File: src/sv/amwb_pkg.sv
`timescale 1ns / 1ps

package amwb_pkg;

    localparam int PixW     = 32;
    localparam int ChanW    = 8;
    localparam int NumChan  = PixW / ChanW;
    localparam int MatteW   = 8;
    localparam int CfgW     = 16;
    localparam int CfgIdxW  = 2;
    localparam int DivSteps = 8;
    localparam int WShift   = 7;

    // register indexes on the configuration channel
    localparam logic [CfgIdxW-1:0] CFG_LENGTH   = 2'd0;
    localparam logic [CfgIdxW-1:0] CFG_POSITION = 2'd1;

    localparam logic [CfgW-1:0]  LenReset    = 16'd1;
    localparam logic [CfgW-1:0]  PosReset    = 16'd0;
    localparam logic [ChanW-1:0] ChanMax     = 8'd255;
    localparam logic [ChanW-1:0] MatteOffset = 8'd86;

    // progress for the reset length and position, first and second field
    localparam logic [ChanW-1:0] P0Reset = 8'd0;
    localparam logic [ChanW-1:0] P1Reset = 8'd127;

    typedef logic [ChanW-1:0] chan_t;
    typedef logic [PixW-1:0]  pix_t;

    typedef struct packed {
        logic  busy;
        chan_t p0;
        chan_t p1;
    } prog_t;

    typedef struct packed {
        chan_t w;
        pix_t  a;
        pix_t  b;
    } wt_t;

endpackage

File: src/sv/amwb_if.sv
`timescale 1ns / 1ps

interface amwb_in_if;
    import amwb_pkg::*;

    logic                valid;
    logic                ready;
    logic [PixW-1:0]     pixel_a;
    logic [PixW-1:0]     pixel_b;
    logic [MatteW-1:0]   matte_value;
    logic                second_field;

    modport source (output valid, pixel_a, pixel_b, matte_value, second_field,
                    input ready);
    modport sink (input valid, pixel_a, pixel_b, matte_value, second_field,
                  output ready);
endinterface

interface amwb_out_if;
    import amwb_pkg::*;

    logic            valid;
    logic            ready;
    logic [PixW-1:0] blended_pixel;

    modport source (output valid, blended_pixel, input ready);
    modport sink (input valid, blended_pixel, output ready);
endinterface

interface amwb_cfg_if;
    import amwb_pkg::*;

    logic               valid;
    logic               ready;
    logic [CfgIdxW-1:0] index;
    logic [CfgW-1:0]    data;

    modport source (output valid, index, data, input ready);
    modport sink (input valid, index, data, output ready);
endinterface

File: src/sv/amwb_progress.sv
`timescale 1ns / 1ps

module amwb_progress (
    input  logic            clk,
    input  logic            rst_n,
    amwb_cfg_if.sink        cfg,
    output amwb_pkg::prog_t prog
);
    import amwb_pkg::*;

    localparam int DenW = CfgW + 1;
    localparam int NumW = DenW + ChanW;
    localparam int CntW = $clog2(DivSteps);

    logic [CfgW-1:0]  len_reg, len_next;
    logic [CfgW-1:0]  pos_reg, pos_next;
    logic             load_reg, load_next;
    logic             busy_reg, busy_next;
    logic [CntW-1:0]  cnt_reg, cnt_next;
    chan_t            p0_reg, p0_next;
    chan_t            p1_reg, p1_next;

    logic [DenW-1:0]  rem0_reg, rem0_next;
    logic [DenW-1:0]  rem1_reg, rem1_next;
    chan_t            low0_reg, low0_next;
    chan_t            low1_reg, low1_next;
    chan_t            q0_reg, q0_next;
    chan_t            q1_reg, q1_next;
    logic             sat0_reg, sat0_next;
    logic             sat1_reg, sat1_next;

    logic             cfg_fire;
    logic             last_step;
    logic [DenW-1:0]  total;
    logic [DenW-1:0]  cur0;
    logic [DenW-1:0]  cur1;
    logic [NumW-1:0]  num0;
    logic [NumW-1:0]  num1;
    logic [DenW:0]    st0;
    logic [DenW:0]    st1;

    // one restoring step: shift in a dividend bit, subtract where it fits
    function automatic logic [DenW:0] div_step(input logic [DenW-1:0] rem,
                                               input logic nb,
                                               input logic [DenW-1:0] den);
        logic [DenW:0] sh;
        logic [DenW:0] diff;
        sh   = {rem, nb};
        diff = sh - {1'b0, den};
        if (sh >= {1'b0, den})
            div_step = {1'b1, diff[DenW-1:0]};
        else
            div_step = {1'b0, sh[DenW-1:0]};
    endfunction

    assign cfg.ready = 1'b1;
    assign cfg_fire  = cfg.valid & cfg.ready;

    assign total = {len_reg, 1'b0};
    assign cur0  = {pos_reg, 1'b0};
    assign cur1  = {pos_reg, 1'b1};
    assign num0  = {cur0, {ChanW{1'b0}}} - NumW'(cur0);
    assign num1  = {cur1, {ChanW{1'b0}}} - NumW'(cur1);
    assign st0   = div_step(rem0_reg, low0_reg[ChanW-1], total);
    assign st1   = div_step(rem1_reg, low1_reg[ChanW-1], total);

    assign last_step = busy_reg && !load_reg && (cnt_reg == CntW'(DivSteps - 1));

    always_comb
    begin
        len_next  = len_reg;
        pos_next  = pos_reg;
        if (cfg_fire)
        begin
            unique case (cfg.index)
                CFG_LENGTH:   len_next = cfg.data;
                CFG_POSITION: pos_next = cfg.data;
                default:      ;
            endcase
        end

        load_next = cfg_fire;
        busy_next = busy_reg;
        if (cfg_fire)
            busy_next = 1'b1;
        else if (last_step)
            busy_next = 1'b0;

        cnt_next = cnt_reg;
        if (load_reg)
            cnt_next = '0;
        else if (busy_reg)
            cnt_next = cnt_reg + CntW'(1);

        p0_next = p0_reg;
        p1_next = p1_reg;
        if (last_step)
        begin
            p0_next = sat0_reg ? ChanMax : {q0_reg[ChanW-2:0], st0[DenW]};
            p1_next = sat1_reg ? ChanMax : {q1_reg[ChanW-2:0], st1[DenW]};
        end
    end

    always_comb
    begin
        rem0_next = rem0_reg;
        rem1_next = rem1_reg;
        low0_next = low0_reg;
        low1_next = low1_reg;
        q0_next   = q0_reg;
        q1_next   = q1_reg;
        sat0_next = sat0_reg;
        sat1_next = sat1_reg;
        if (load_reg)
        begin
            // high part of cur*255 is below the divisor unless saturated
            rem0_next = num0[NumW-1:ChanW];
            rem1_next = num1[NumW-1:ChanW];
            low0_next = num0[ChanW-1:0];
            low1_next = num1[ChanW-1:0];
            q0_next   = '0;
            q1_next   = '0;
            sat0_next = (total == '0) || (cur0 >= total);
            sat1_next = (total == '0) || (cur1 >= total);
        end
        else if (busy_reg)
        begin
            rem0_next = st0[DenW-1:0];
            rem1_next = st1[DenW-1:0];
            low0_next = {low0_reg[ChanW-2:0], 1'b0};
            low1_next = {low1_reg[ChanW-2:0], 1'b0};
            q0_next   = {q0_reg[ChanW-2:0], st0[DenW]};
            q1_next   = {q1_reg[ChanW-2:0], st1[DenW]};
        end
    end

    always_ff @(posedge clk or negedge rst_n)
    begin
        if (!rst_n)
        begin
            len_reg  <= LenReset;
            pos_reg  <= PosReset;
            load_reg <= 1'b0;
            busy_reg <= 1'b0;
            cnt_reg  <= '0;
            p0_reg   <= P0Reset;
            p1_reg   <= P1Reset;
        end
        else
        begin
            len_reg  <= len_next;
            pos_reg  <= pos_next;
            load_reg <= load_next;
            busy_reg <= busy_next;
            cnt_reg  <= cnt_next;
            p0_reg   <= p0_next;
            p1_reg   <= p1_next;
        end
    end

    always_ff @(posedge clk)
    begin
        rem0_reg <= rem0_next;
        rem1_reg <= rem1_next;
        low0_reg <= low0_next;
        low1_reg <= low1_next;
        q0_reg   <= q0_next;
        q1_reg   <= q1_next;
        sat0_reg <= sat0_next;
        sat1_reg <= sat1_next;
    end

    assign prog.busy = busy_reg;
    assign prog.p0   = p0_reg;
    assign prog.p1   = p1_reg;

    // the second field never lags the first
    a_field_order: assert property (@(posedge clk) disable iff (!rst_n)
        !busy_reg |-> p1_reg >= p0_reg)
        else $error("second field progress below first field");

    a_write_starts: assert property (@(posedge clk) disable iff (!rst_n)
        cfg_fire |=> busy_reg && load_reg)
        else $error("register write did not restart progress divider");

    a_divide_ends: assert property (@(posedge clk) disable iff (!rst_n)
        last_step && !cfg_fire |=> !busy_reg)
        else $error("progress divider overran its step count");

endmodule

File: src/sv/amwb_weight.sv
`timescale 1ns / 1ps

module amwb_weight (
    input  logic            clk,
    input  logic            rst_n,
    input  amwb_pkg::prog_t prog,
    amwb_in_if.sink         in_ch,
    output logic            w_vld,
    input  logic            w_rdy,
    output amwb_pkg::wt_t   wt
);
    import amwb_pkg::*;

    localparam int PrW = 2 * ChanW + 2;

    typedef struct packed {
        logic signed [PrW-1:0] m1;
        logic [PrW-2:0]        m2;
        pix_t                  a;
        pix_t                  b;
    } s1_t;

    logic vld1_reg, vld1_next;
    logic vld2_reg, vld2_next;
    s1_t  s1_reg, s1_next;
    wt_t  s2_reg, s2_next;
    logic rdy1;
    logic rdy2;
    logic fire_in;

    chan_t                   p;
    chan_t                   hp;
    logic [ChanW:0]          g;
    logic signed [ChanW+1:0] gg;
    logic signed [2*ChanW+3:0] m1_full;
    logic signed [PrW:0]     v;
    logic [PrW:0]            mag;
    logic [PrW:0]            sh;

    assign rdy2         = !vld2_reg || w_rdy;
    assign rdy1         = !vld1_reg || rdy2;
    assign in_ch.ready  = rdy1 && !prog.busy;
    assign fire_in      = in_ch.valid && in_ch.ready;

    // stage 1: the two weight products
    always_comb
    begin
        p       = in_ch.second_field ? prog.p1 : prog.p0;
        hp      = ChanMax - p;
        g       = {1'b0, in_ch.matte_value} + {1'b0, MatteOffset};
        gg      = $signed({2'b00, ChanMax}) - $signed({1'b0, g});
        m1_full = $signed({{(ChanW+4){1'b0}}, hp})
                * $signed({{(ChanW+2){gg[ChanW+1]}}, gg});
        s1_next    = s1_reg;
        vld1_next  = vld1_reg;
        if (rdy1)
        begin
            vld1_next = fire_in;
            if (fire_in)
            begin
                s1_next.m1 = m1_full[PrW-1:0];
                s1_next.m2 = (PrW-1)'(p) * (PrW-1)'(g);
                s1_next.a  = in_ch.pixel_a;
                s1_next.b  = in_ch.pixel_b;
            end
        end
    end

    // stage 2: difference, drop when above one code, magnitude, scale and clamp
    always_comb
    begin
        v   = $signed({s1_reg.m1[PrW-1], s1_reg.m1}) - $signed({2'b00, s1_reg.m2});
        if (v > $signed((PrW+1)'(ChanMax)))
            mag = '0;
        else if (v < 0)
            mag = (PrW+1)'(-v);
        else
            mag = (PrW+1)'(v);
        sh  = mag >> WShift;
        s2_next   = s2_reg;
        vld2_next = vld2_reg;
        if (rdy2)
        begin
            vld2_next = vld1_reg;
            if (vld1_reg)
            begin
                s2_next.w = (sh > (PrW+1)'(ChanMax)) ? ChanMax : sh[ChanW-1:0];
                s2_next.a = s1_reg.a;
                s2_next.b = s1_reg.b;
            end
        end
    end

    always_ff @(posedge clk or negedge rst_n)
    begin
        if (!rst_n)
        begin
            vld1_reg <= 1'b0;
            vld2_reg <= 1'b0;
        end
        else
        begin
            vld1_reg <= vld1_next;
            vld2_reg <= vld2_next;
        end
    end

    always_ff @(posedge clk)
    begin
        s1_reg <= s1_next;
        s2_reg <= s2_next;
    end

    assign w_vld = vld2_reg;
    assign wt    = s2_reg;

endmodule

File: src/sv/amwb_mix.sv
`timescale 1ns / 1ps

module amwb_mix (
    input  logic          clk,
    input  logic          rst_n,
    input  logic          w_vld,
    output logic          w_rdy,
    input  amwb_pkg::wt_t wt,
    amwb_out_if.source    out_ch
);
    import amwb_pkg::*;

    localparam int PrW = 2 * ChanW + 2;
    localparam int MgW = 2 * ChanW;

    typedef struct packed {
        logic [NumChan-1:0][PrW-1:0] prod;
        pix_t                        a;
    } s3_t;

    logic vld3_reg, vld3_next;
    logic vld4_reg, vld4_next;
    s3_t  s3_reg, s3_next;
    pix_t out_reg, out_next;
    logic rdy3;
    logic rdy4;

    assign rdy4  = !vld4_reg || out_ch.ready;
    assign rdy3  = !vld3_reg || rdy4;
    assign w_rdy = rdy3;

    // stage 3: weight times signed channel difference, one lane per channel
    always_comb
    begin
        logic signed [ChanW:0]  d;
        logic signed [PrW-1:0]  pr;
        d         = '0;
        pr        = '0;
        s3_next   = s3_reg;
        vld3_next = vld3_reg;
        if (rdy3)
        begin
            vld3_next = w_vld;
            if (w_vld)
            begin
                for (int k = 0; k < NumChan; k++)
                begin
                    d  = $signed({1'b0, wt.a[k*ChanW +: ChanW]})
                       - $signed({1'b0, wt.b[k*ChanW +: ChanW]});
                    pr = PrW'($signed({1'b0, wt.w})) * PrW'(d);
                    s3_next.prod[k] = pr;
                end
                s3_next.a = wt.a;
            end
        end
    end

    // stage 4: divide by 255 toward zero through the reciprocal, apply to a
    always_comb
    begin
        logic            neg;
        logic [PrW-1:0]  pmag;
        logic [MgW:0]    qs;
        chan_t           q;
        chan_t           ak;
        neg       = 1'b0;
        pmag      = '0;
        qs        = '0;
        q         = '0;
        ak        = '0;
        out_next  = out_reg;
        vld4_next = vld4_reg;
        if (rdy4)
        begin
            vld4_next = vld3_reg;
            if (vld3_reg)
            begin
                for (int k = 0; k < NumChan; k++)
                begin
                    neg  = s3_reg.prod[k][PrW-1];
                    pmag = neg ? (PrW)'(-$signed(s3_reg.prod[k])) : s3_reg.prod[k];
                    qs   = ({1'b0, pmag[MgW-1:0]} + (MgW+1)'(pmag[MgW-1:ChanW])
                           + (MgW+1)'(1)) >> ChanW;
                    q    = qs[ChanW-1:0];
                    ak   = s3_reg.a[k*ChanW +: ChanW];
                    out_next[k*ChanW +: ChanW] = neg ? ak + q : ak - q;
                end
            end
        end
    end

    always_ff @(posedge clk or negedge rst_n)
    begin
        if (!rst_n)
        begin
            vld3_reg <= 1'b0;
            vld4_reg <= 1'b0;
        end
        else
        begin
            vld3_reg <= vld3_next;
            vld4_reg <= vld4_next;
        end
    end

    always_ff @(posedge clk)
    begin
        s3_reg  <= s3_next;
        out_reg <= out_next;
    end

    assign out_ch.valid         = vld4_reg;
    assign out_ch.blended_pixel = out_reg;

endmodule

File: src/sv/alpha_matte_wipe_blend.sv
`timescale 1ns / 1ps

// Matte-driven wipe between two packed four-channel pixel words. One word is
// accepted per clock while the divider is idle and the output is not stalled;
// its blended result passes through a four-stage pipeline (weight products,
// weight clamp, channel products, divide by 255 into the output register); each
// stage holds its own valid bit, so a stalled output fills the bubbles before
// input is held off. Any register write restarts an eight-step shift-subtract
// divider that turns length and position into the progress of both fields;
// input is held off while it runs. After reset the progress values are ready
// at once.
module alpha_matte_wipe_blend (
    input  logic       clk,
    input  logic       rst_n,
    amwb_in_if.sink    in_ch,
    amwb_out_if.source out_ch,
    amwb_cfg_if.sink   cfg
);
    import amwb_pkg::*;

    prog_t prog;
    wt_t   wt;
    logic  w_vld;
    logic  w_rdy;

    amwb_progress u_progress (
        .clk   (clk),
        .rst_n (rst_n),
        .cfg   (cfg),
        .prog  (prog)
    );

    amwb_weight u_weight (
        .clk   (clk),
        .rst_n (rst_n),
        .prog  (prog),
        .in_ch (in_ch),
        .w_vld (w_vld),
        .w_rdy (w_rdy),
        .wt    (wt)
    );

    amwb_mix u_mix (
        .clk    (clk),
        .rst_n  (rst_n),
        .w_vld  (w_vld),
        .w_rdy  (w_rdy),
        .wt     (wt),
        .out_ch (out_ch)
    );

endmodule

File: src/flat_wrapper.sv
// flat-port wrapper written by rule: the top's interface ports become plain ports
module alpha_matte_wipe_blend_flat import amwb_pkg::*;
  (clk, rst_n, in_ch_valid, in_ch_pixel_a, in_ch_pixel_b, in_ch_matte_value, in_ch_second_field, in_ch_ready, out_ch_valid, out_ch_blended_pixel, out_ch_ready, cfg_valid, cfg_index, cfg_data, cfg_ready);
  amwb_in_if in_ch_i ();
  amwb_out_if out_ch_i ();
  amwb_cfg_if cfg_i ();
  input  logic clk;
  input  logic rst_n;
  input wire logic [$bits(in_ch_i.valid)-1:0] in_ch_valid;
  input wire logic [$bits(in_ch_i.pixel_a)-1:0] in_ch_pixel_a;
  input wire logic [$bits(in_ch_i.pixel_b)-1:0] in_ch_pixel_b;
  input wire logic [$bits(in_ch_i.matte_value)-1:0] in_ch_matte_value;
  input wire logic [$bits(in_ch_i.second_field)-1:0] in_ch_second_field;
  output wire logic [$bits(in_ch_i.ready)-1:0] in_ch_ready;
  output wire logic [$bits(out_ch_i.valid)-1:0] out_ch_valid;
  output wire logic [$bits(out_ch_i.blended_pixel)-1:0] out_ch_blended_pixel;
  input wire logic [$bits(out_ch_i.ready)-1:0] out_ch_ready;
  input wire logic [$bits(cfg_i.valid)-1:0] cfg_valid;
  input wire logic [$bits(cfg_i.index)-1:0] cfg_index;
  input wire logic [$bits(cfg_i.data)-1:0] cfg_data;
  output wire logic [$bits(cfg_i.ready)-1:0] cfg_ready;
  assign in_ch_i.valid = in_ch_valid;
  assign in_ch_i.pixel_a = in_ch_pixel_a;
  assign in_ch_i.pixel_b = in_ch_pixel_b;
  assign in_ch_i.matte_value = in_ch_matte_value;
  assign in_ch_i.second_field = in_ch_second_field;
  assign in_ch_ready = in_ch_i.ready;
  assign out_ch_valid = out_ch_i.valid;
  assign out_ch_blended_pixel = out_ch_i.blended_pixel;
  assign out_ch_i.ready = out_ch_ready;
  assign cfg_i.valid = cfg_valid;
  assign cfg_i.index = cfg_index;
  assign cfg_i.data = cfg_data;
  assign cfg_ready = cfg_i.ready;
  alpha_matte_wipe_blend u_core (.clk(clk), .rst_n(rst_n), .in_ch(in_ch_i), .out_ch(out_ch_i), .cfg(cfg_i));
endmodule
File: config.mk
export PLATFORM = sky130hd
export DESIGN_NAME = alpha_matte_wipe_blend_flat
export DESIGN_NICKNAME = d
export VERILOG_FILES = /design/src/sv/amwb_pkg.sv /design/src/sv/amwb_if.sv /design/src/sv/amwb_progress.sv /design/src/sv/amwb_weight.sv /design/src/sv/amwb_mix.sv /design/src/sv/alpha_matte_wipe_blend.sv /design/src/flat_wrapper.sv
export SDC_FILE = /design/constraint.sdc
export NUM_CORES = 2
export LEC_CHECK = 0
export BUFFER_PORTS_ARGS = -buffer_cell sky130_fd_sc_hd__buf_2
export CORE_UTILIZATION = 55
export CTS_CLUSTER_DIAMETER = 200
export CTS_CLUSTER_SIZE = 8
export DETAILED_ROUTE_END_ITERATION = 16
export GPL_TIMING_DRIVEN = 0
export HOLD_SLACK_MARGIN = 0.06
export PLACE_DENSITY = 0.72
export SYNTH_ARGS = -nofsm -noshare
export SYNTH_HDL_FRONTEND = slang
export SYNTH_SLANG_ARGS = --single-unit
File: constraint.sdc
create_clock -name clk -period 19 [get_ports clk]
set_input_delay 0.95 -clock clk [delete_from_list [all_inputs] [get_ports clk]]
set_output_delay 0.95 -clock clk [all_outputs]
set_load 0.005 [all_outputs]
==> run metrics <==
Worst-path clk slew=~0.05 ns; setup TNS=0 ns; max reg flops=100; CTS tree=built; WP data required=around 19 ns; Final HPWL DP=approximately 63,000 µm; Synth area leader=edfxtp_1; die area=0.0706 mm²; met3 usage=0.0319; chip width=266 µm; final setup vio count=0; Total Wirelength=81,300 µm; final antenna-violating net count=0; total CTS buffers=59; syn nets=approximately 4,600; min cycle time layout=7.61 ns; Area after DPL=0.0402 mm²; clock root buffer=clkbuf_16; ANT cells=0; First-pass DRT Iterations=6; Tot GR Track Use=0.236; number of synthesized flops with an enable pin=between 300 and 400; Post-route DRC=0; # fillers=a little under 6,000; max_cap viols=0; Buffers on Ports=126; RSZ-0062 raised after global routing=no; Initial Util=0.557; async set-reset flop share out of synthesis=0.134; DR vias=26,500; fmax=131 MHz; Via density=5.42; post-route cell area=around 0.042 mm²; CTS H-Tree Depth=2; first-pass GRT wire length=134,000 µm; Area Growth Syn to Fin=9.30%; sequential element share of the synthesized area=0.323; HP Class=primary input to async pin; DR iter-0 viols=1,458; CP endpoint kind=flip-flop; Slew Viols, Final=0; PwrDens=roughly 92 mW/mm²; hold_buf cts=0; Critical Path Source Type=flip-flop; antenna violations before repair=1; Post-Syn Instances=3,751; Clk Latency, worst-skew pair=0.64 ns; Clock Tree Buf Depth=3; Congestion Overflow GR=0; syn avg cell area=~10 µm²; Leak=around 19 nW; Ys Warns=0; Arrival @ worst endpoint=7.96 ns; slowest stage cell, crit path=fa_1; Core Area=0.0687 mm²; Clock Skew=0.0545 ns; max incr delay on CP=0.56 ns; Final Hold Fails=0; area of the multi-input gates=0.0235 mm²; Synth Register Bits=between 400 and 500; mapped cell area=0.0383 mm²; Top Usage Layer GRT=met2; VDD IR max=133 µV; vias in the first global route=26,900; DR WL/cell=roughly 17 µm; post-CTS sizing=0; met2 Track Usage GR=0.414; largest net degree at the start of global routing=68; Routability Congestion=0.887; Post-layout nets=4,783; Synth Flop Type=edfxtp_1; status=completed; clock sink count=425; std cell rows=96; actual slew at the worst max-slew pin=between 1 and 1.5 ns; CP Max Fanout=10; # IOs=131; share of the synthesized area in the top cell type=0.278; Die H=266 µm; Post-CTS Setup Repair Bufs=0; Tot Pwr=3.83 mW; crit-path most repeated cell=fa_1; Final Cycle Share=0.401; layout cell share with drive strength beyond 1=0.0713; Yosys cell types=82; met1 usage=0.302; Synth area leaders=edfxtp_1 28%, ha_1 15%, fa_1 15%; headroom to the max-slew limit=0.135; CP Class=flip-flop to flip-flop; Reg area=0.0123 mm²
-- per-stage QoR --
| stage | std cells | setup slack [ns] | hold WS (ns) | util |
|---|---|---|---|---|
| after floorplan | 3751 | 12.29 | 0.400 | - |
| after global placement | 4808 | 11.51 | 0.402 | 0.583 |
| after detailed placement | 4812 | 11.45 | 0.405 | 0.585 |
| after CTS | 4899 | 11.39 | 0.413 | 0.609 |
| after global routing | 4899 | 10.98 | 0.416 | 0.609 |
| final | 4899 | 11.39 | 0.362 | 0.609 |
-- cells by family after synthesis --
group | Yosys count | share of synthesized area
AO/OA/AOI/OAI | 530 | 0.0867
XOR/XNOR | 290 | 0.0666
adder cells (fa/ha/maj) | 745 | 0.300
buffers and inverters | 630 | 0.0625
flip-flops | 425 | 0.323
multiplexers | 100 | 0.0273
other | 1 | 0.0000980
AND/OR/NAND/NOR | 1030 | 0.134
-- synth_stat cells, types with 8 or more instances --
library cell / instances
o21ai_0: 164
nor2b_1: 56
edfxtp_1: 354
nor4_1: 20
xor2_1: 61
nand2b_1: 80
dfstp_2: 8
o41ai_1: 17
or2_2: 14
nor3_1: 44
xnor2_1: 228
a31oi_1: 13
a21oi_1: 134
mux2i_1: 64
clkbuf_1: 77
fa_1: 286
and3_1: 11
nor2_1: 287
nand4_1: 13
o211ai_1: 9
nand3_1: 28
ha_1: 459
mux2_2: 36
dfxtp_1: 14
o21bai_1: 21
nand2_1: 238
inv_1: 540
or3_1: 18
dfrtp_1: 49
o21a_1: 24
a21o_1: 48
and2_1: 177
or4_1: 11
o31ai_1: 21
a21boi_0: 18
-- cell usage in the layout, fill, tap and decap left out, types with 20 or more instances in the layout --
master / netlist / final
o31ai_1: 21 / 21
nor4_1: 20 / 20
o21ai_0: 164 / 164
inv_1: 540 / 540
and2_1: 177 / 174
nor2_1: 287 / 287
ha_1: 459 / 459
nor3_1: 44 / 44
clkbuf_1: 77 / 101
xnor2_1: 228 / 228
fa_1: 286 / 286
mux2_2: 36 / 36
dfrtp_1: 49 / 49
o21a_1: 24 / 24
o21bai_1: 21 / 21
nand2_1: 238 / 238
nor2b_1: 56 / 55
xor2_1: 61 / 61
edfxtp_1: 354 / 354
buf_2: 3 / 128
clkbuf_16: 0 / 59
mux2i_1: 64 / 64
a21oi_1: 134 / 134
a21o_1: 48 / 48
nand2b_1: 80 / 80
nand3_1: 28 / 28
-- critical path: cells and delay by family (launching register included) --
family                   cells  cell delay [ns]
XOR/XNOR                     1             0.13
adder cells (fa/ha/maj)      8             3.39
AND/OR/NAND/NOR              5             0.79
flip-flops                   1             0.42
AO/OA/AOI/OAI               11             2.11
buffers and inverters        5             0.50
-- report_power, final --
part | switching, mW | total (mW) | internal, mW
Sequential | 0.0517 | 1.21 | 1.16
Clock | 0.396 | 0.960 | 0.563
Combinational | 0.940 | 1.67 | 0.726
Total | 1.39 | 3.83 | 2.45
-- cell type report --
type | count | share of cell area
repair buffers | 130 | 0.0176
multi-input cells | 2696 | 0.563
well taps | 931 | 0.0279
plain buffers | 89 | 0.00859
clock buffers | 83 | 0.0375
clock inverters | 4 | 0.00185
inverters | 541 | 0.0486
flip-flops and latches | 425 | 0.295
-- path summary, 6_finish.rpt --
check,cells past startpoint,end,slack [ns],startpoint
min in group clk,0,u_core.u_weight.wt[26]$_DFFE_PP_,0.41,u_core.u_weight.s1_reg[26]$_DFFE_PP_
max in group asynchronous,1,u_core.u_progress.pos_reg[11]$_DFFE_PN0P_,18.15,rst_n
max,30,u_core.u_mix.s3_reg[49]$_DFFE_PP_,11.39,u_core.u_weight.wt[32]$_DFFE_PP_
min,1,u_core.u_progress.p0_reg[4]$_DFFE_PN0P_,0.36,rst_n
min reg2reg,0,u_core.u_weight.wt[26]$_DFFE_PP_,0.41,u_core.u_weight.s1_reg[26]$_DFFE_PP_
max reg2reg,30,u_core.u_mix.s3_reg[49]$_DFFE_PP_,11.39,u_core.u_weight.wt[32]$_DFFE_PP_
-- metal layers --
layer	up-vias	routed length, µm
li1	13000	-
met1	12800	34500
met2	587	40200
met3	138	4120
met4	2	2420
met5	-	12
(Power assumes the default switching activity.)
